==> src/sv/pcdu_pkg.sv <==
`timescale 1ns / 1ps
// ----------------------------------------------------------------------------
// pcdu_pkg
// Types, constants and helper functions for the password check digit updater.
// ----------------------------------------------------------------------------
package pcdu_pkg;

    localparam int CHAR_W  = 6;
    localparam int BYTE_W  = 8;
    localparam int SHIFT_W = 16;
    localparam int ADDR_W  = 5;
    localparam int DATA_W  = 32;
    localparam int CNT_W   = 3;

    typedef logic [BYTE_W-1:0]  byte_t;
    typedef logic [SHIFT_W-1:0] shift_t;
    typedef logic [CHAR_W-1:0]  char_t;

    // register indexes (byte address / 4)
    localparam logic [2:0] REG_INIT_SHIFT  = 3'd0;
    localparam logic [2:0] REG_INIT_SUM1   = 3'd1;
    localparam logic [2:0] REG_INIT_SUM2   = 3'd2;
    localparam logic [2:0] REG_INIT_XOR    = 3'd3;
    localparam logic [2:0] REG_INIT_ROT    = 3'd4;
    localparam logic [2:0] REG_INIT_WEIGHT = 3'd5;

    // feedback taps applied when the low byte shifts out a one
    localparam byte_t FB_HIGH   = 8'h84;
    localparam byte_t FB_LOW    = 8'h08;
    // high byte threshold for the first sum carry
    localparam byte_t CARRY_MIN = 8'hE5;

    // shifts the eight bits of the zero-extended character through the shift register, msb first
    function automatic shift_t shift_char(input shift_t cur, input char_t ch);
        byte_t            hi;
        byte_t            lo;
        logic [BYTE_W-1:0] bits;
        logic             hi_out;
        logic             lo_out;
        hi   = cur[SHIFT_W-1:BYTE_W];
        lo   = cur[BYTE_W-1:0];
        bits = {{(BYTE_W-CHAR_W){1'b0}}, ch};
        for (int k = BYTE_W - 1; k >= 0; k--)
        begin
            hi_out = hi[0];
            lo_out = lo[0];
            hi     = {bits[k], hi[BYTE_W-1:1]};
            lo     = {hi_out, lo[BYTE_W-1:1]};
            if (lo_out)
            begin
                hi = hi ^ FB_HIGH;
                lo = lo ^ FB_LOW;
            end
        end
        return {hi, lo};
    endfunction

    function automatic logic [CNT_W-1:0] ones_count(input char_t ch);
        logic [CNT_W-1:0] n;
        n = '0;
        for (int k = 0; k < CHAR_W; k++)
        begin
            n = n + {{(CNT_W-1){1'b0}}, ch[k]};
        end
        return n;
    endfunction

endpackage

==> src/sv/password_check_digit_update.sv <==
`timescale 1ns / 1ps
// ----------------------------------------------------------------------------
// password_check_digit_update
// Updates seven check bytes from one password character per transaction.
// ----------------------------------------------------------------------------
// usage
//   input channel: char_code and first with in_valid / in_stall; a transaction
//   is taken on a rising edge with in_valid high and in_stall low
//   output channel: the seven check bytes with out_valid / out_stall; one
//   result transaction per input transaction, in order
//   first = 1 reloads every check byte from the init registers before the
//   character is applied
//   init registers are written over the apb port at byte address 4*i and
//   read back on prdata; pready is tied high
// datapath and throughput
//   the whole update (eight shift steps, three chained carry sums, popcount)
//   is one level of logic from the ports into the result register, so a
//   result shows in the next cycle and one transaction is taken every cycle
//   while in_stall is low; the result register doubles as the check byte state
// reset
//   rst_n clears the init registers, the check bytes and out_valid
// stall
//   while a result waits under out_stall, in_stall is raised; a result that
//   is taken in the same cycle frees the register for the next input
// ----------------------------------------------------------------------------
module password_check_digit_update
(
    input  logic                                  clk,
    input  logic                                  rst_n,
    // apb configuration port
    input  logic                                  psel,
    input  logic                                  penable,
    input  logic                                  pwrite,
    input  logic [pcdu_pkg::ADDR_W-1:0]           paddr,
    input  logic [pcdu_pkg::DATA_W-1:0]           pwdata,
    output logic [pcdu_pkg::DATA_W-1:0]           prdata,
    output logic                                  pready,
    // input channel
    input  logic                                  in_valid,
    output logic                                  in_stall,
    input  logic [pcdu_pkg::CHAR_W-1:0]           char_code,
    input  logic                                  first,
    // output channel
    output logic                                  out_valid,
    input  logic                                  out_stall,
    output logic [pcdu_pkg::BYTE_W-1:0]           shift_high,
    output logic [pcdu_pkg::BYTE_W-1:0]           shift_low,
    output logic [pcdu_pkg::BYTE_W-1:0]           first_sum,
    output logic [pcdu_pkg::BYTE_W-1:0]           second_sum,
    output logic [pcdu_pkg::BYTE_W-1:0]           xor_byte,
    output logic [pcdu_pkg::BYTE_W-1:0]           rotate_add,
    output logic [pcdu_pkg::BYTE_W-1:0]           weight_sum
);

    localparam int BW = pcdu_pkg::BYTE_W;

    // init registers
    pcdu_pkg::shift_t init_shift_reg;
    pcdu_pkg::byte_t  init_sum1_reg;
    pcdu_pkg::byte_t  init_sum2_reg;
    pcdu_pkg::byte_t  init_xor_reg;
    pcdu_pkg::byte_t  init_rot_reg;
    pcdu_pkg::byte_t  init_weight_reg;

    // check byte state, also the result register
    pcdu_pkg::shift_t shift_reg;
    pcdu_pkg::byte_t  sum1_reg;
    pcdu_pkg::byte_t  sum2_reg;
    pcdu_pkg::byte_t  xor_reg;
    pcdu_pkg::byte_t  rot_reg;
    pcdu_pkg::byte_t  weight_reg;
    logic             out_valid_reg;

    pcdu_pkg::shift_t shift_next;
    pcdu_pkg::byte_t  sum1_next;
    pcdu_pkg::byte_t  sum2_next;
    pcdu_pkg::byte_t  xor_next;
    pcdu_pkg::byte_t  rot_next;
    pcdu_pkg::byte_t  weight_next;
    logic             out_valid_next;

    // state the character is applied to (init values on a first transaction)
    pcdu_pkg::shift_t base_shift;
    pcdu_pkg::byte_t  base_sum1;
    pcdu_pkg::byte_t  base_sum2;
    pcdu_pkg::byte_t  base_xor;
    pcdu_pkg::byte_t  base_rot;
    pcdu_pkg::byte_t  base_weight;

    pcdu_pkg::byte_t  char_byte;
    pcdu_pkg::byte_t  rot_in;
    logic [BW:0]      add_one;
    logic [BW:0]      add_two;
    logic [BW:0]      add_rot;
    logic             hi_carry;
    logic             cfg_write;
    logic             in_accept;
    logic             out_accept;
    logic [2:0]       reg_index;

    // ------------------------------------------------------------------
    // configuration port
    // ------------------------------------------------------------------
    assign pready    = 1'b1;
    assign reg_index = paddr[pcdu_pkg::ADDR_W-1:2];
    assign cfg_write = psel & penable & pwrite & pready;

    always_ff @(posedge clk or negedge rst_n)
    begin
        if (!rst_n)
        begin
            init_shift_reg  <= '0;
            init_sum1_reg   <= '0;
            init_sum2_reg   <= '0;
            init_xor_reg    <= '0;
            init_rot_reg    <= '0;
            init_weight_reg <= '0;
        end
        else if (cfg_write)
        begin
            unique case (reg_index)
                pcdu_pkg::REG_INIT_SHIFT:  init_shift_reg  <= pwdata[pcdu_pkg::SHIFT_W-1:0];
                pcdu_pkg::REG_INIT_SUM1:   init_sum1_reg   <= pwdata[BW-1:0];
                pcdu_pkg::REG_INIT_SUM2:   init_sum2_reg   <= pwdata[BW-1:0];
                pcdu_pkg::REG_INIT_XOR:    init_xor_reg    <= pwdata[BW-1:0];
                pcdu_pkg::REG_INIT_ROT:    init_rot_reg    <= pwdata[BW-1:0];
                pcdu_pkg::REG_INIT_WEIGHT: init_weight_reg <= pwdata[BW-1:0];
                default: ;  // unmapped addresses drop the write
            endcase
        end
    end

    always_comb
    begin
        unique case (reg_index)
            pcdu_pkg::REG_INIT_SHIFT:
                prdata = {{(pcdu_pkg::DATA_W-pcdu_pkg::SHIFT_W){1'b0}}, init_shift_reg};
            pcdu_pkg::REG_INIT_SUM1:   prdata = {{(pcdu_pkg::DATA_W-BW){1'b0}}, init_sum1_reg};
            pcdu_pkg::REG_INIT_SUM2:   prdata = {{(pcdu_pkg::DATA_W-BW){1'b0}}, init_sum2_reg};
            pcdu_pkg::REG_INIT_XOR:    prdata = {{(pcdu_pkg::DATA_W-BW){1'b0}}, init_xor_reg};
            pcdu_pkg::REG_INIT_ROT:    prdata = {{(pcdu_pkg::DATA_W-BW){1'b0}}, init_rot_reg};
            pcdu_pkg::REG_INIT_WEIGHT: prdata = {{(pcdu_pkg::DATA_W-BW){1'b0}}, init_weight_reg};
            default:                   prdata = '0;
        endcase
    end

    // ------------------------------------------------------------------
    // handshake: the result register frees up when empty or being taken
    // ------------------------------------------------------------------
    assign in_stall   = out_valid_reg & out_stall;
    assign in_accept  = in_valid & ~in_stall;
    assign out_accept = out_valid_reg & ~out_stall;

    // ------------------------------------------------------------------
    // update logic
    // ------------------------------------------------------------------
    always_comb
    begin
        // first reloads everything from the init registers
        base_shift  = first ? init_shift_reg  : shift_reg;
        base_sum1   = first ? init_sum1_reg   : sum1_reg;
        base_sum2   = first ? init_sum2_reg   : sum2_reg;
        base_xor    = first ? init_xor_reg    : xor_reg;
        base_rot    = first ? init_rot_reg    : rot_reg;
        base_weight = first ? init_weight_reg : weight_reg;

        char_byte  = {{(BW-pcdu_pkg::CHAR_W){1'b0}}, char_code};
        shift_next = pcdu_pkg::shift_char(base_shift, char_code);

        // carry chain: high byte threshold -> first sum -> second sum -> rotate-add
        hi_carry  = (shift_next[pcdu_pkg::SHIFT_W-1:BW] >= pcdu_pkg::CARRY_MIN);
        add_one   = {1'b0, base_sum1} + {1'b0, char_byte} + {{BW{1'b0}}, hi_carry};
        add_two   = {1'b0, base_sum2} + {1'b0, shift_next[BW-1:0]}
                    + {{BW{1'b0}}, add_one[BW]};
        rot_in    = {add_two[BW], base_rot[BW-1:1]};
        add_rot   = {1'b0, rot_in} + {1'b0, char_byte} + {{BW{1'b0}}, base_rot[0]};

        sum1_next   = add_one[BW-1:0];
        sum2_next   = add_two[BW-1:0];
        xor_next    = base_xor ^ char_byte;
        rot_next    = add_rot[BW-1:0];
        weight_next = base_weight
                      + {{(BW-pcdu_pkg::CNT_W){1'b0}}, pcdu_pkg::ones_count(char_code)}
                      + {{(BW-1){1'b0}}, add_rot[BW]};

        out_valid_next = in_accept | (out_valid_reg & out_stall);
    end

    always_ff @(posedge clk or negedge rst_n)
    begin
        if (!rst_n)
        begin
            shift_reg     <= '0;
            sum1_reg      <= '0;
            sum2_reg      <= '0;
            xor_reg       <= '0;
            rot_reg       <= '0;
            weight_reg    <= '0;
            out_valid_reg <= 1'b0;
        end
        else
        begin
            out_valid_reg <= out_valid_next;
            if (in_accept)
            begin
                shift_reg  <= shift_next;
                sum1_reg   <= sum1_next;
                sum2_reg   <= sum2_next;
                xor_reg    <= xor_next;
                rot_reg    <= rot_next;
                weight_reg <= weight_next;
            end
        end
    end

    assign out_valid  = out_valid_reg;
    assign shift_high = shift_reg[pcdu_pkg::SHIFT_W-1:BW];
    assign shift_low  = shift_reg[BW-1:0];
    assign first_sum  = sum1_reg;
    assign second_sum = sum2_reg;
    assign xor_byte   = xor_reg;
    assign rotate_add = rot_reg;
    assign weight_sum = weight_reg;

    // ------------------------------------------------------------------
    // assertions
    // ------------------------------------------------------------------
    // every taken input leaves a result behind
    a_accept_gives_result: assert property (@(posedge clk) disable iff (!rst_n)
        in_accept |=> out_valid)
        else $error("no result after accepted input");

    // the input side only stalls on a held result
    a_stall_only_when_full: assert property (@(posedge clk) disable iff (!rst_n)
        in_stall |-> (out_valid && out_stall))
        else $error("input stalled with free result register");

    // a continuing character folds into the running xor byte
    a_xor_chain: assert property (@(posedge clk) disable iff (!rst_n)
        (in_accept && !first) |=>
            (xor_byte == ($past(xor_reg) ^ {{(BW-pcdu_pkg::CHAR_W){1'b0}}, $past(char_code)})))
        else $error("xor byte does not follow the character");

    // state only moves with an accepted input
    a_state_holds: assert property (@(posedge clk) disable iff (!rst_n)
        !in_accept |=> ($stable(shift_reg) && $stable(weight_reg) && $stable(rot_reg)))
        else $error("check bytes changed without input");

endmodule
==> config.mk <==
export PLATFORM = sky130hd
export DESIGN_NAME = password_check_digit_update
export DESIGN_NICKNAME = d
export VERILOG_FILES = /design/src/sv/pcdu_pkg.sv /design/src/sv/password_check_digit_update.sv
export SDC_FILE = /design/constraint.sdc
export NUM_CORES = 1
export LEC_CHECK = 0
export BUFFER_PORTS_ARGS = -buffer_cell sky130_fd_sc_hd__buf_2
export CORE_MARGIN = 4
export CORE_UTILIZATION = 55
export CTS_CLUSTER_SIZE = 8
export DETAILED_ROUTE_END_ITERATION = 8
export PLACE_DENSITY = 0.79
export SLEW_MARGIN = 10
export SYNTH_ARGS = -nofsm -noshare
export SYNTH_HDL_FRONTEND = slang
export SYNTH_SLANG_ARGS = --single-unit
==> constraint.sdc <==
create_clock -name clk -period 7.1 [get_ports clk]
set_clock_uncertainty 0.15 [all_clocks]
set_input_delay 0.71 -clock clk [delete_from_list [all_inputs] [get_ports clk]]
set_output_delay 0.71 -clock clk [all_outputs]
set_load 0.01 [all_outputs]
==> out/metrics.cfg <==
[placed_design]
place.gp.congestion = 0.908
place_area_mm2 = 0.00789
io_buffers = 106
place_ws_ns = 0.00189
dp_hpwl_um = 14700

[global_routing]
grt_usage_pct = 28.8
antenna_found_initial = 0
grt_pass1_vias = 5853
grt_pass1_wl_um = 32300
overflow = 0
grt_max_degree = 74

[sta]
whs_ns = 0.159
rsz0062_at_grt = no
slew_viol_final = 0
fmax_mhz = 149
fin_ws_ns = 0.395
relSlewSlack_pct = 20.5
worst_slew_pin_slew_ns = 1.18
setup_viol = 0
post-route-min-period_ns = 6.71
final.setup.tns_ns = 0
hold_viol = 0
fin_crit_sh_pct = 94.4

[clocking]
numCtsBuffers = 17
clk_root_buffer_cell = clkbuf_16
ctsLongestPathBuffers = 2
cts_tree = done
clk_pin_slew_worst_paths_ns = 0.05
cts_sinks = 113
postCtsHoldBufs = 0
clk_latency_ns = 0.43
htreeDepth = 4

[setup_path]
path_class = reg -> reg
cp-end-kind = flop
cp-start-kind = flop
worstReg2RegStart = shift_reg[1]
cp.required_ns = 7.25
cp.arrival_ns = 6.85
startpoint = shift_reg[1]
path_max_fanout = 6

[final_layout]
drive_gt1_share_pct = 33.9
final_common_cell = dfrtp_1
nFillCells = 974
layout.nets = 872
final_cell_mix = dfrtp_1, buf_2, mux2_2, nand2_1, o21ai_0
post-route-util_pct = 66.9
final_area_mm2 = 0.00848
antenna_cells = 0
areaGrowthSynthToFinish_pct = 18.3

[floorplan]
initial_utilization_pct = 56.6
row_count = 41
die_w_um = 122
fp.dieH_um = 122
dieArea_mm2 = 0.0149
ios = 142
core_area_mm2 = 0.0127

[logic_synthesis]
ys_warn_count = 0
synth_flop_cell = dfrtp_1
ys_ff_latch = 113
yosysSeqAreaShare_pct = 39.5
postSynthCellCount = 671
avgSynthCellArea_um2 = 10.7
synth_area_mm2 = 0.00717
synth_edf_count = 0
ys_types = 58
async_reset_ff_share_pct = 100

[route]
vias = 5830
drtPass1Iterations = 5
drc = 0
antenna_left = 0
avgViaCountPerCell = 6.00
first_iter_violations = 634
wl_per_cell_um = 21.3
routed_wl_um = 20700

[power_and_ir_drop]
powerDensity_mw_per_mm2 = 396
intPower_w = 0.00207
seq_power_share_pct = 32.0
p_comb_share_pct = 43.4
ir_worst_vdd_mv = 0.274
clkPwrFrac_pct = 24.5
switching_power_w = 0.00129
power.leakage_nw = 4.08
netSwitchingFraction_pct = 38.4

[job]
cap_violations = 0

[worst_hold_path]
min-delay-path-class = in -> async

[status]
status = finished clean

==> critical path: stages (launching register included) <==
cell	delay [ns]
dfrtp_2	0.48
xnor3_1	0.37
mux2_2	0.30
nand2_2	0.08
a211oi_2	0.07
nor4_2	0.21
buf_4	0.20
fa_1	0.22
fa_1	0.23
a21o_1	0.14
a21o_1	0.15
a21oi_1	0.09
a2111o_1	0.44
fa_1	0.41
fa_1	0.40
nand2b_1	0.19
a21oi_2	0.17
o21ai_1	0.16
nor3_2	0.23
fa_1	0.46
ha_1	0.23
fa_1	0.39
a21o_1	0.18
a21o_1	0.20
nand2_1	0.12
mux2i_1	0.20
o211ai_1	0.10
==> worst paths after layout <==
| check | endpoint | slack (ns) | cells after the start |
|---|---|---|---|
| worst min-delay path | init_xor_reg[0] | 0.16 | 1 |
| worst max-delay path | weight_sum[6] | 0.39 | 26 |
| worst max register to register | weight_sum[6] | 0.39 | 26 |
| max in group asynchronous | shift_reg[1] | 5.31 | 2 |
| min in group clk | xor_byte[7] | 0.35 | 1 |
| worst min register to register | xor_byte[7] | 0.35 | 1 |
==> cells by family (layout without fill, tap and decap cells) <==
kind of cell	count (synthesis)	count (layout)	synth area share, %
AO/OA/AOI/OAI	128	128	11.2
XOR/XNOR	54	54	7.39
adder cells (fa/ha/maj)	34	34	6.98
buffers and inverters	63	177	4.54
flip-flops	113	113	39.5
multiplexers	118	118	19.3
other	2	17	0.105
AND/OR/NAND/NOR	159	159	11.0
==> timing repair <==
| item | CTS | global route |
|---|---|---|
| gates resized for setup | 0 | 7 |
| buffers inserted | 0 | 0 |
| endpoints found under the setup margin | 0 | 4 |
| hold endpoints to repair | 0 | 0 |
==> power by group through the flow <==
stage          registers, W  clock network [W]  logic, W
2_1_floorplan       0.00106                  0  0.000920
3_3_place_gp        0.00106                  0   0.00136
3_5_place_dp        0.00108                  0   0.00141
4_1_cts             0.00107           0.000831   0.00144
5_1_grt             0.00110           0.000866   0.00159
6_report            0.00107           0.000823   0.00146
==> synth_stat cells (5+ instances only) <==
library cell	n	area, um^2
a211oi_1	8	60.1
a21o_1	8	60.1
a21oi_1	25	125
and2_1	9	56.3
buf_2	14	70.1
buf_4	19	143
clkbuf_1	12	45.0
dfrtp_1	113	2830
fa_1	10	200
ha_1	24	300
inv_1	11	41.3
mux2_2	85	957
mux2_4	8	120
mux2i_1	21	210
nand2_1	66	248
nand3_1	8	40.0
nor2_1	28	105
nor2b_1	5	31.3
nor3_1	13	65.1
nor3b_1	8	60.1
o211ai_1	6	45.0
o21ai_0	46	230
o22ai_1	5	31.3
xnor2_1	24	210
xor2_1	26	228
==> metrics by stage <==
stage,std cells,power (W)
4_1_cts,972,0.00334
3_3_place_gp,940,0.00242
2_1_floorplan,686,0.00198
6_report,972,0.00335
5_1_grt,972,0.00356
3_5_place_dp,940,0.00249
==> layer usage <==
layer / share of wire [%] / track usage [%]
met1: 40 / 36.6
met2: 48 / 46.7
met3: 7.6 / 6.36
met4: 4.1 / 14.2
met5: 0 / 0
==> layout make-up <==
class                   count  area (um^2)  share of cell area, %
inverters                  14         52.6                  0.620
well taps                 172          215                   2.54
flip-flops and latches    113         2830                   33.4
clock buffers              22          454                   5.36
clock inverters            10          111                   1.31
repair buffers            131          721                   8.50
multi-input cells         510         4090                   48.3
(Power assumes the default switching activity.)
